`src/rtl/pat_pkg.sv`:
```
package pat_pkg;

    // default field widths
    localparam int WAVELENGTH_BITS_DEFAULT = 20;
    localparam int COUNT_BITS_DEFAULT      = 16;

    // result widths
    localparam int AREA_BITS       = 39;
    localparam int BACKGROUND_BITS = 38;
    localparam int NET_BITS        = 40;

    // area saturates at +/- 2^AREA_LIMIT_BIT, background at +2^AREA_LIMIT_BIT
    localparam int AREA_LIMIT_BIT = 37;

    // entries between front and back
    localparam int QUEUE_DEPTH = 2;

    // register port
    localparam int APB_ADDR_BITS = 3;
    localparam int APB_DATA_BITS = 32;

    typedef enum logic {
        REG_WINDOW_LOW  = 1'b0,
        REG_WINDOW_HIGH = 1'b1
    } pat_reg_t;

    // classification of one sample, made by the front
    typedef struct packed {
        logic in_window;
        logic last;
    } pat_flags_t;

endpackage

```
`src/rtl/peak_area_trapezoid.sv`:
```
// trapezoidal peak area over an inclusive wavelength window, with a flat
// baseline of twice the span from first to last in-window wavelength times
// the first in-window count. samples stream in one transaction per clock
// while the queue has room; the sample marked final produces exactly one
// result transaction (area, background, net area, empty flag) and clears the
// spectrum state. a transaction is accepted every cycle while the result side
// keeps up; when a result is held on the output, the two-entry queue between
// the front and back keeps taking samples until it fills. an accepted sample
// passes the queue, multiply stage, accumulate stage and output register;
// the sustained rate of one sample per cycle is set by the single
// multiply-accumulate path in the back end. window_low (byte address 0) and
// window_high (byte address 4) must be written over the register port by the
// user only while no spectrum is in flight; the block does not enforce this.
module peak_area_trapezoid #(
    parameter int WAVELENGTH_BITS = pat_pkg::WAVELENGTH_BITS_DEFAULT,
    parameter int COUNT_BITS      = pat_pkg::COUNT_BITS_DEFAULT
) (
    input  logic                                 aclk,
    input  logic                                 aresetn,
    // register port
    input  logic                                 psel,
    input  logic                                 penable,
    input  logic                                 pwrite,
    input  logic [pat_pkg::APB_ADDR_BITS-1:0]    paddr,
    input  logic [pat_pkg::APB_DATA_BITS-1:0]    pwdata,
    output logic [pat_pkg::APB_DATA_BITS-1:0]    prdata,
    output logic                                 pready,
    // sample channel
    input  logic                                 s_valid,
    output logic                                 s_ready,
    input  logic [WAVELENGTH_BITS-1:0]           s_sample_wavelength,
    input  logic [COUNT_BITS-1:0]                s_sample_count,
    input  logic                                 s_final_sample,
    // result channel
    output logic                                 m_valid,
    input  logic                                 m_ready,
    output logic signed [pat_pkg::AREA_BITS-1:0] m_peak_area,
    output logic [pat_pkg::BACKGROUND_BITS-1:0]  m_background,
    output logic signed [pat_pkg::NET_BITS-1:0]  m_net_area,
    output logic                                 m_window_empty
);

    // queue entry: wavelength, count, classification flags
    localparam int FLAGS_W = $bits(pat_pkg::pat_flags_t);
    localparam int ENTRY_W = WAVELENGTH_BITS + COUNT_BITS + FLAGS_W;

    logic                       q_full;
    logic                       q_push;
    logic                       q_pop;
    logic                       q_not_empty;
    logic [WAVELENGTH_BITS-1:0] f_wavelength;
    logic [COUNT_BITS-1:0]      f_count;
    pat_pkg::pat_flags_t        f_flags;
    logic [ENTRY_W-1:0]         q_in;
    logic [ENTRY_W-1:0]         q_out;
    logic [WAVELENGTH_BITS-1:0] b_wavelength;
    logic [COUNT_BITS-1:0]      b_count;
    pat_pkg::pat_flags_t        b_flags;

    // front: register port, window test, push into queue
    pat_front #(
        .WAVELENGTH_BITS (WAVELENGTH_BITS),
        .COUNT_BITS      (COUNT_BITS)
    ) u_front (
        .aclk                (aclk),
        .aresetn             (aresetn),
        .psel                (psel),
        .penable             (penable),
        .pwrite              (pwrite),
        .paddr               (paddr),
        .pwdata              (pwdata),
        .prdata              (prdata),
        .pready              (pready),
        .s_valid             (s_valid),
        .s_ready             (s_ready),
        .s_sample_wavelength (s_sample_wavelength),
        .s_sample_count      (s_sample_count),
        .s_final_sample      (s_final_sample),
        .q_full              (q_full),
        .q_push              (q_push),
        .q_wavelength        (f_wavelength),
        .q_count             (f_count),
        .q_flags             (f_flags)
    );

    assign q_in = {f_wavelength, f_count, f_flags};

    // decouples input acceptance from result backpressure
    pat_queue #(
        .WIDTH (ENTRY_W),
        .DEPTH (pat_pkg::QUEUE_DEPTH)
    ) u_queue (
        .aclk      (aclk),
        .aresetn   (aresetn),
        .push      (q_push),
        .push_data (q_in),
        .full      (q_full),
        .pop       (q_pop),
        .pop_data  (q_out),
        .not_empty (q_not_empty)
    );

    assign {b_wavelength, b_count, b_flags} = q_out;

    // back: multiply, accumulate with saturation, output register
    pat_back #(
        .WAVELENGTH_BITS (WAVELENGTH_BITS),
        .COUNT_BITS      (COUNT_BITS)
    ) u_back (
        .aclk           (aclk),
        .aresetn        (aresetn),
        .q_valid        (q_not_empty),
        .q_pop          (q_pop),
        .q_wavelength   (b_wavelength),
        .q_count        (b_count),
        .q_flags        (b_flags),
        .m_valid        (m_valid),
        .m_ready        (m_ready),
        .m_peak_area    (m_peak_area),
        .m_background   (m_background),
        .m_net_area     (m_net_area),
        .m_window_empty (m_window_empty)
    );

    // an empty window reports all zero values
    assert property (@(posedge aclk) disable iff (!aresetn)
        m_valid && m_window_empty |->
            (m_peak_area == '0) && (m_background == '0) && (m_net_area == '0))
        else $error("empty window result carries nonzero values");

    // net area is always area minus background
    assert property (@(posedge aclk) disable iff (!aresetn)
        m_valid |-> m_net_area == (pat_pkg::NET_BITS'(m_peak_area) -
                                   pat_pkg::NET_BITS'($signed({1'b0, m_background}))))
        else $error("net area does not match area minus background");

    // background never exceeds its saturation limit
    assert property (@(posedge aclk) disable iff (!aresetn)
        m_valid |-> m_background <=
            pat_pkg::BACKGROUND_BITS'(64'd1 << pat_pkg::AREA_LIMIT_BIT))
        else $error("background above saturation limit");

    // queue is empty out of reset, so samples are taken at once
    assert property (@(posedge aclk)
        $past(!aresetn) && aresetn |-> s_ready && !m_valid)
        else $error("block not ready after reset");

endmodule

```
`src/rtl/pat_queue.sv`:
```
module pat_queue #(
    parameter int WIDTH = 38,
    parameter int DEPTH = pat_pkg::QUEUE_DEPTH
) (
    input  logic             aclk,
    input  logic             aresetn,
    input  logic             push,
    input  logic [WIDTH-1:0] push_data,
    output logic             full,
    input  logic             pop,
    output logic [WIDTH-1:0] pop_data,
    output logic             not_empty
);

    localparam int PTR_W = (DEPTH > 1) ? $clog2(DEPTH) : 1;
    localparam int CNT_W = $clog2(DEPTH + 1);

    logic [WIDTH-1:0] entry_reg [DEPTH];
    logic [PTR_W-1:0] wr_ptr_reg, wr_ptr_next;
    logic [PTR_W-1:0] rd_ptr_reg, rd_ptr_next;
    logic [CNT_W-1:0] count_reg, count_next;

    assign full      = (count_reg == CNT_W'(DEPTH));
    assign not_empty = (count_reg != '0);
    assign pop_data  = entry_reg[rd_ptr_reg];

    always_comb begin
        wr_ptr_next = wr_ptr_reg;
        rd_ptr_next = rd_ptr_reg;
        count_next  = count_reg;
        if (push) begin
            wr_ptr_next = (wr_ptr_reg == PTR_W'(DEPTH - 1)) ? '0 : wr_ptr_reg + 1'b1;
        end
        if (pop) begin
            rd_ptr_next = (rd_ptr_reg == PTR_W'(DEPTH - 1)) ? '0 : rd_ptr_reg + 1'b1;
        end
        if (push && !pop) begin
            count_next = count_reg + 1'b1;
        end else if (pop && !push) begin
            count_next = count_reg - 1'b1;
        end
    end

    always_ff @(posedge aclk) begin
        if (!aresetn) begin
            wr_ptr_reg <= '0;
            rd_ptr_reg <= '0;
            count_reg  <= '0;
        end else begin
            wr_ptr_reg <= wr_ptr_next;
            rd_ptr_reg <= rd_ptr_next;
            count_reg  <= count_next;
        end
    end

    always_ff @(posedge aclk) begin
        if (push) begin
            entry_reg[wr_ptr_reg] <= push_data;
        end
    end

endmodule

```
`src/rtl/pat_front.sv`:
```
module pat_front #(
    parameter int WAVELENGTH_BITS = pat_pkg::WAVELENGTH_BITS_DEFAULT,
    parameter int COUNT_BITS      = pat_pkg::COUNT_BITS_DEFAULT
) (
    input  logic                                aclk,
    input  logic                                aresetn,
    // register port
    input  logic                                psel,
    input  logic                                penable,
    input  logic                                pwrite,
    input  logic [pat_pkg::APB_ADDR_BITS-1:0]   paddr,
    input  logic [pat_pkg::APB_DATA_BITS-1:0]   pwdata,
    output logic [pat_pkg::APB_DATA_BITS-1:0]   prdata,
    output logic                                pready,
    // sample channel
    input  logic                                s_valid,
    output logic                                s_ready,
    input  logic [WAVELENGTH_BITS-1:0]          s_sample_wavelength,
    input  logic [COUNT_BITS-1:0]               s_sample_count,
    input  logic                                s_final_sample,
    // queue side
    input  logic                                q_full,
    output logic                                q_push,
    output logic [WAVELENGTH_BITS-1:0]          q_wavelength,
    output logic [COUNT_BITS-1:0]               q_count,
    output pat_pkg::pat_flags_t                 q_flags
);

    logic [WAVELENGTH_BITS-1:0] window_low_reg;
    logic [WAVELENGTH_BITS-1:0] window_high_reg;
    pat_pkg::pat_reg_t          reg_sel;
    logic                       wr_en;

    assign pready  = 1'b1;
    assign reg_sel = pat_pkg::pat_reg_t'(paddr[2]);
    assign wr_en   = psel && penable && pwrite;

    always_ff @(posedge aclk) begin
        if (!aresetn) begin
            window_low_reg  <= '0;
            window_high_reg <= '1;
        end else if (wr_en) begin
            case (reg_sel)
                pat_pkg::REG_WINDOW_LOW:  window_low_reg  <= pwdata[WAVELENGTH_BITS-1:0];
                pat_pkg::REG_WINDOW_HIGH: window_high_reg <= pwdata[WAVELENGTH_BITS-1:0];
                default: ;
            endcase
        end
    end

    always_comb begin
        case (reg_sel)
            pat_pkg::REG_WINDOW_LOW:  prdata = pat_pkg::APB_DATA_BITS'(window_low_reg);
            pat_pkg::REG_WINDOW_HIGH: prdata = pat_pkg::APB_DATA_BITS'(window_high_reg);
            default:                  prdata = '0;
        endcase
    end

    // inclusive window test
    assign s_ready           = !q_full;
    assign q_push            = s_valid && !q_full;
    assign q_wavelength      = s_sample_wavelength;
    assign q_count           = s_sample_count;
    assign q_flags.in_window = (s_sample_wavelength >= window_low_reg) &&
                               (s_sample_wavelength <= window_high_reg);
    assign q_flags.last      = s_final_sample;

endmodule

```
`src/rtl/pat_back.sv`:
```
module pat_back #(
    parameter int WAVELENGTH_BITS = pat_pkg::WAVELENGTH_BITS_DEFAULT,
    parameter int COUNT_BITS      = pat_pkg::COUNT_BITS_DEFAULT
) (
    input  logic                                       aclk,
    input  logic                                       aresetn,
    // queue side
    input  logic                                       q_valid,
    output logic                                       q_pop,
    input  logic [WAVELENGTH_BITS-1:0]                 q_wavelength,
    input  logic [COUNT_BITS-1:0]                      q_count,
    input  pat_pkg::pat_flags_t                        q_flags,
    // result channel
    output logic                                       m_valid,
    input  logic                                       m_ready,
    output logic signed [pat_pkg::AREA_BITS-1:0]       m_peak_area,
    output logic [pat_pkg::BACKGROUND_BITS-1:0]        m_background,
    output logic signed [pat_pkg::NET_BITS-1:0]        m_net_area,
    output logic                                       m_window_empty
);

    localparam int W      = WAVELENGTH_BITS;
    localparam int C      = COUNT_BITS;
    localparam int AREA_W = pat_pkg::AREA_BITS;
    localparam int BGO_W  = pat_pkg::BACKGROUND_BITS;
    localparam int NET_W  = pat_pkg::NET_BITS;
    localparam int LIM    = pat_pkg::AREA_LIMIT_BIT;
    localparam int DW_W   = W + 1;
    localparam int CS_W   = C + 1;
    localparam int PROD_W = W + C + 2;
    localparam int BG_W   = W + C + 1;
    localparam int SUM_W  = ((PROD_W > AREA_W) ? PROD_W : AREA_W) + 1;
    localparam int BGX_W  = (BG_W > BGO_W + 1) ? BG_W : BGO_W + 1;

    localparam logic signed [SUM_W-1:0] AREA_MAX = SUM_W'(64'd1 << LIM);
    localparam logic signed [SUM_W-1:0] AREA_MIN = -AREA_MAX;
    localparam logic [BGX_W-1:0]        BG_MAX   = BGX_W'(64'd1 << LIM);

    logic advance;

    // stage 1 state: first and previous in-window sample
    logic                 have_first_reg, have_first_next;
    logic [W-1:0]         first_wl_reg, first_wl_next;
    logic [C-1:0]         first_cnt_reg, first_cnt_next;
    logic [W-1:0]         prev_wl_reg, prev_wl_next;
    logic [C-1:0]         prev_cnt_reg, prev_cnt_next;

    logic                 take;
    logic signed [DW_W-1:0]  dw;
    logic [CS_W-1:0]         cs;
    logic signed [PROD_W:0]  mul_full;
    logic signed [DW_W-1:0]  span_full;
    logic [W-1:0]            span_pos;
    logic [W+C-1:0]          bg_mul;

    logic                     s1_valid_reg;
    logic                     s1_add_reg;
    logic                     s1_last_reg;
    logic                     s1_empty_reg;
    logic signed [PROD_W-1:0] s1_prod_reg;
    logic [BG_W-1:0]          s1_bg_reg;

    // stage 2: accumulate
    logic signed [AREA_W-1:0] acc_reg;
    logic signed [SUM_W-1:0]  sum;
    logic signed [AREA_W-1:0] area_next;
    logic [BGX_W-1:0]         bg_ext;
    logic [BGO_W-1:0]         bg_sat;

    logic                     s2_valid_reg;
    logic signed [AREA_W-1:0] s2_area_reg;
    logic [BGO_W-1:0]         s2_bg_reg;
    logic                     s2_empty_reg;

    // stage 3: output register
    logic                     m_valid_reg;
    logic signed [AREA_W-1:0] m_area_reg;
    logic [BGO_W-1:0]         m_bg_reg;
    logic signed [NET_W-1:0]  m_net_reg, m_net_next;
    logic                     m_empty_reg;

    assign advance = !m_valid_reg || m_ready;
    assign q_pop   = q_valid && advance;
    assign take    = q_pop && q_flags.in_window;

    always_comb begin
        have_first_next = have_first_reg;
        first_wl_next   = first_wl_reg;
        first_cnt_next  = first_cnt_reg;
        prev_wl_next    = prev_wl_reg;
        prev_cnt_next   = prev_cnt_reg;
        if (take) begin
            if (!have_first_reg) begin
                have_first_next = 1'b1;
                first_wl_next   = q_wavelength;
                first_cnt_next  = q_count;
            end
            prev_wl_next  = q_wavelength;
            prev_cnt_next = q_count;
        end
    end

    assign dw        = $signed({1'b0, q_wavelength}) - $signed({1'b0, prev_wl_reg});
    assign cs        = {1'b0, q_count} + {1'b0, prev_cnt_reg};
    assign mul_full  = dw * $signed({1'b0, cs});
    assign span_full = $signed({1'b0, prev_wl_next}) - $signed({1'b0, first_wl_next});
    assign span_pos  = span_full[DW_W-1] ? '0 : span_full[W-1:0];
    assign bg_mul    = span_pos * first_cnt_next;

    always_ff @(posedge aclk) begin
        if (!aresetn) begin
            have_first_reg <= 1'b0;
            first_wl_reg   <= '0;
            first_cnt_reg  <= '0;
            prev_wl_reg    <= '0;
            prev_cnt_reg   <= '0;
            s1_valid_reg   <= 1'b0;
        end else if (advance) begin
            s1_valid_reg <= q_pop;
            if (q_pop && q_flags.last) begin
                // spectrum done, start over
                have_first_reg <= 1'b0;
                first_wl_reg   <= '0;
                first_cnt_reg  <= '0;
                prev_wl_reg    <= '0;
                prev_cnt_reg   <= '0;
            end else begin
                have_first_reg <= have_first_next;
                first_wl_reg   <= first_wl_next;
                first_cnt_reg  <= first_cnt_next;
                prev_wl_reg    <= prev_wl_next;
                prev_cnt_reg   <= prev_cnt_next;
            end
        end
    end

    always_ff @(posedge aclk) begin
        if (advance) begin
            s1_add_reg   <= take && have_first_reg;
            s1_last_reg  <= q_flags.last;
            s1_empty_reg <= !have_first_next;
            s1_prod_reg  <= mul_full[PROD_W-1:0];
            s1_bg_reg    <= {bg_mul, 1'b0};
        end
    end

    always_comb begin
        sum = SUM_W'(acc_reg) + (s1_add_reg ? SUM_W'(s1_prod_reg) : SUM_W'(0));
        if (sum > AREA_MAX) begin
            area_next = AREA_MAX[AREA_W-1:0];
        end else if (sum < AREA_MIN) begin
            area_next = AREA_MIN[AREA_W-1:0];
        end else begin
            area_next = sum[AREA_W-1:0];
        end
        bg_ext = BGX_W'(s1_bg_reg);
        bg_sat = (bg_ext > BG_MAX) ? BG_MAX[BGO_W-1:0] : bg_ext[BGO_W-1:0];
    end

    always_ff @(posedge aclk) begin
        if (!aresetn) begin
            acc_reg      <= '0;
            s2_valid_reg <= 1'b0;
        end else if (advance) begin
            s2_valid_reg <= s1_valid_reg && s1_last_reg;
            if (s1_valid_reg) begin
                acc_reg <= s1_last_reg ? '0 : area_next;
            end
        end
    end

    always_ff @(posedge aclk) begin
        if (advance) begin
            s2_area_reg  <= area_next;
            s2_bg_reg    <= bg_sat;
            s2_empty_reg <= s1_empty_reg;
        end
    end

    assign m_net_next = NET_W'(s2_area_reg) - NET_W'($signed({1'b0, s2_bg_reg}));

    always_ff @(posedge aclk) begin
        if (!aresetn) begin
            m_valid_reg <= 1'b0;
        end else if (advance) begin
            m_valid_reg <= s2_valid_reg;
        end
    end

    always_ff @(posedge aclk) begin
        if (advance) begin
            m_area_reg  <= s2_area_reg;
            m_bg_reg    <= s2_bg_reg;
            m_net_reg   <= m_net_next;
            m_empty_reg <= s2_empty_reg;
        end
    end

    assign m_valid        = m_valid_reg;
    assign m_peak_area    = m_area_reg;
    assign m_background   = m_bg_reg;
    assign m_net_area     = m_net_reg;
    assign m_window_empty = m_empty_reg;

endmodule

```
`config.mk`:
```
export PLATFORM = sky130hd
export DESIGN_NAME = peak_area_trapezoid
export DESIGN_NICKNAME = d
export VERILOG_FILES = /design/src/rtl/pat_pkg.sv /design/src/rtl/peak_area_trapezoid.sv /design/src/rtl/pat_queue.sv /design/src/rtl/pat_front.sv /design/src/rtl/pat_back.sv
export SDC_FILE = /design/constraint.sdc
export NUM_CORES = 2
export LEC_CHECK = 0
export ABC_AREA = 1
export BUFFER_PORTS_ARGS = -buffer_cell sky130_fd_sc_hd__buf_2
export CAP_MARGIN = 20
export CORE_MARGIN = 2
export CORE_UTILIZATION = 56
export CTS_BUF_LIST = sky130_fd_sc_hd__clkbuf_4
export CTS_CLUSTER_DIAMETER = 150
export DETAILED_ROUTE_END_ITERATION = 7
export PLACE_DENSITY_LB_ADDON = 0.08
export SLEW_MARGIN = 0
export SYNTH_ARGS = -nofsm -noshare
export SYNTH_HDL_FRONTEND = slang
export SYNTH_SLANG_ARGS = --single-unit
```
`constraint.sdc`:
```
create_clock -name aclk -period 15.15 [get_ports aclk]
set_input_delay 2.2725 -clock aclk [delete_from_list [all_inputs] [get_ports aclk]]
set_output_delay 2.2725 -clock aclk [all_outputs]
set_load 0.005 [all_outputs]
```
==> metrics <==
antenna violations before repair 7; critical path fanouts, max 52; Max Freq 84.80 MHz; min-delay worst type flip-flop to flip-flop; die footprint 90710 sq um; Hold-fix buffers, CTS 0; drt pass-1 iters 8; Ys Warns 0; unrepaired setup endpoints after global routing no; Nets 7106; first-pass GRT wire length 216.9 mm; Post-CTS Setup Bufs 0; WP data arrival 12.53 ns; largest net degree at the start of global routing 132; max incr delay on CP 0.58 ns; metal2 WL 62.86 mm; gpl congestion 0.9737; routed vias/inst 5.355; Final Slew Violations 0; initial core utilization 56.74%; crit share post-route 77.83%; Yosys reg bits 504; CTS sink count 504; Final Hold Fails 0; worst slew pin tran 1.209 ns; drt wl/cell 18.82 um; max reg flops 76; CTS max path bufs 3; Rows 108; final setup vio count 0; Mapped Cells 5830; Die Ht 301.2 um; Most used DFF post-synth edfxtp_1; wire length on met1 59.00 mm; met3 routed WL 10.59 mm; Post-synth ARST share 0%; setup skew after layout 0.09865 ns; Area Overhead vs Synth 7.924%; Slowest-stage cell, CP inv_2; Maximum Capacitance Violations 0; critical path type primary input to flip-flop; HPWL Detailed 110.3 mm; Avg Cell Area, Syn 8.483 sq um; required time of the critical path 15.89 ns; Clock transition at path regs 0.07 ns; relative slew slack 19.30%; commonest non-fill, non-tap cell in the layout nand2_1; synthesized area 49460 sq um; Ports 232; Routed Antenna Nets 0; Vias 39174; CTS tree built; run status completed; final setup TNS 0 ns; initial DRC count 2787; Seq/Total Area, Yosys 27.36%; port bufs 202; vias in the first global route 39451; Worst Setup End Kind flip-flop; CTS root buf clkbuf_4; DRC viols 0; clock latency on the worst-skew pair 1.05 ns; minimum clock period 11.79 ns; fraction of final layout cells sized beyond drive strength 1 8.838%; startpoint types primary input; final wirelength 137.7 mm; Synth cell types 54; GRT Util Overall 31.14%; Post-synth EDFFs 344; gr ovfl total 0; uppermost layer routed met5; post-CTS sizing 0; CTS Buf Count 137; H-Tree Depth 4; commonest cells after routing, fill and taps aside nand2_1, inv_1, fa_1; Die W 301.2 um; Core ar. 87160 sq um
-- worst max-delay path, delay by kind of cell --
kind | cells | cell delay (ns)
adder cells (fa/ha/maj) | 9 | 3.72
buffers and inverters | 7 | 1.39
AND/OR/NAND/NOR | 15 | 2.59
XOR/XNOR | 1 | 0.15
AO/OA/AOI/OAI | 10 | 2.32
-- cell type report --
class,count,area [sq um]
fillers,7908,33780
inverters,1221,4593
diodes,6,15.01
flip-flops and latches,504,13530
multi-input cells,3937,30640
clock buffers,195,1464
well taps,1155,1445
repair buffers,248,1376
clock inverters,50,306.5
-- Yosys cell counts (73+ instances only) --
master	number	share of area, %
nor3_1	101	1.0
fa_1	606	25
inv_1	1191	9.0
nor2_1	526	4.0
xor2_1	95	1.7
o21ai_0	190	1.9
nand3_1	158	1.6
dfxtp_1	160	6.5
ha_1	372	9.4
edfxtp_1	344	21
nand4_1	73	0.92
nand2_1	1191	9.0
a21oi_1	346	3.5
clkbuf_1	120	0.91
-- through the flow --
stage	util, %	setup slack, ns	cells	instance area, sq um	hold slack, ns
CTS	61.17	3.479	7307	53320	0.4119
detailed placement	59.14	2.360	7062	51550	0.4045
global route	61.23	2.673	7314	53370	0.4205
floorplan	-	4.488	5843	49510	0.4003
global placement	59.14	2.555	7062	51550	0.4015
finish	61.24	3.358	7316	53370	0.4101
-- path summary, 6_finish.rpt --
kind / startpoint / endpoint / slack [ns] / cells past startpoint
hold / removal: u_back.s1_bg_reg[10] / u_back.s2_bg_reg[10] / 0.41 / 0
setup / recovery: m_ready / u_back.s1_bg_reg[27] / 3.36 / 42
hold reg to reg: u_back.s1_bg_reg[10] / u_back.s2_bg_reg[10] / 0.41 / 0
setup reg to reg: flip-flop / u_back.s1_bg_reg[27] / 3.91 / 43
-- logic make-up (layout without fill, tap and decap cells) --
family          Yosys count  count (layout)  share of synthesized area, %
buf+inv                1402            1714                         10.91
fa+ha+maj               978             978                         33.94
xor+xnor                149             149                         2.654
compound gates          657             657                         7.248
other cells               2              21                       0.01519
simple gates           2138            2138                         17.87
flops                   504             504                         27.36
-- metal layers --
metal / global-route usage [%] / up-vias
met5: 0 / -
met4: 12.24 / 6
met3: 6.613 / 267
met2: 49.60 / 1443
met1: 41.75 / 18762
li1: - / 18696
Power is not shown: default switching activity piles up to over one toggle a cycle in this logic, so the estimate is an artifact.
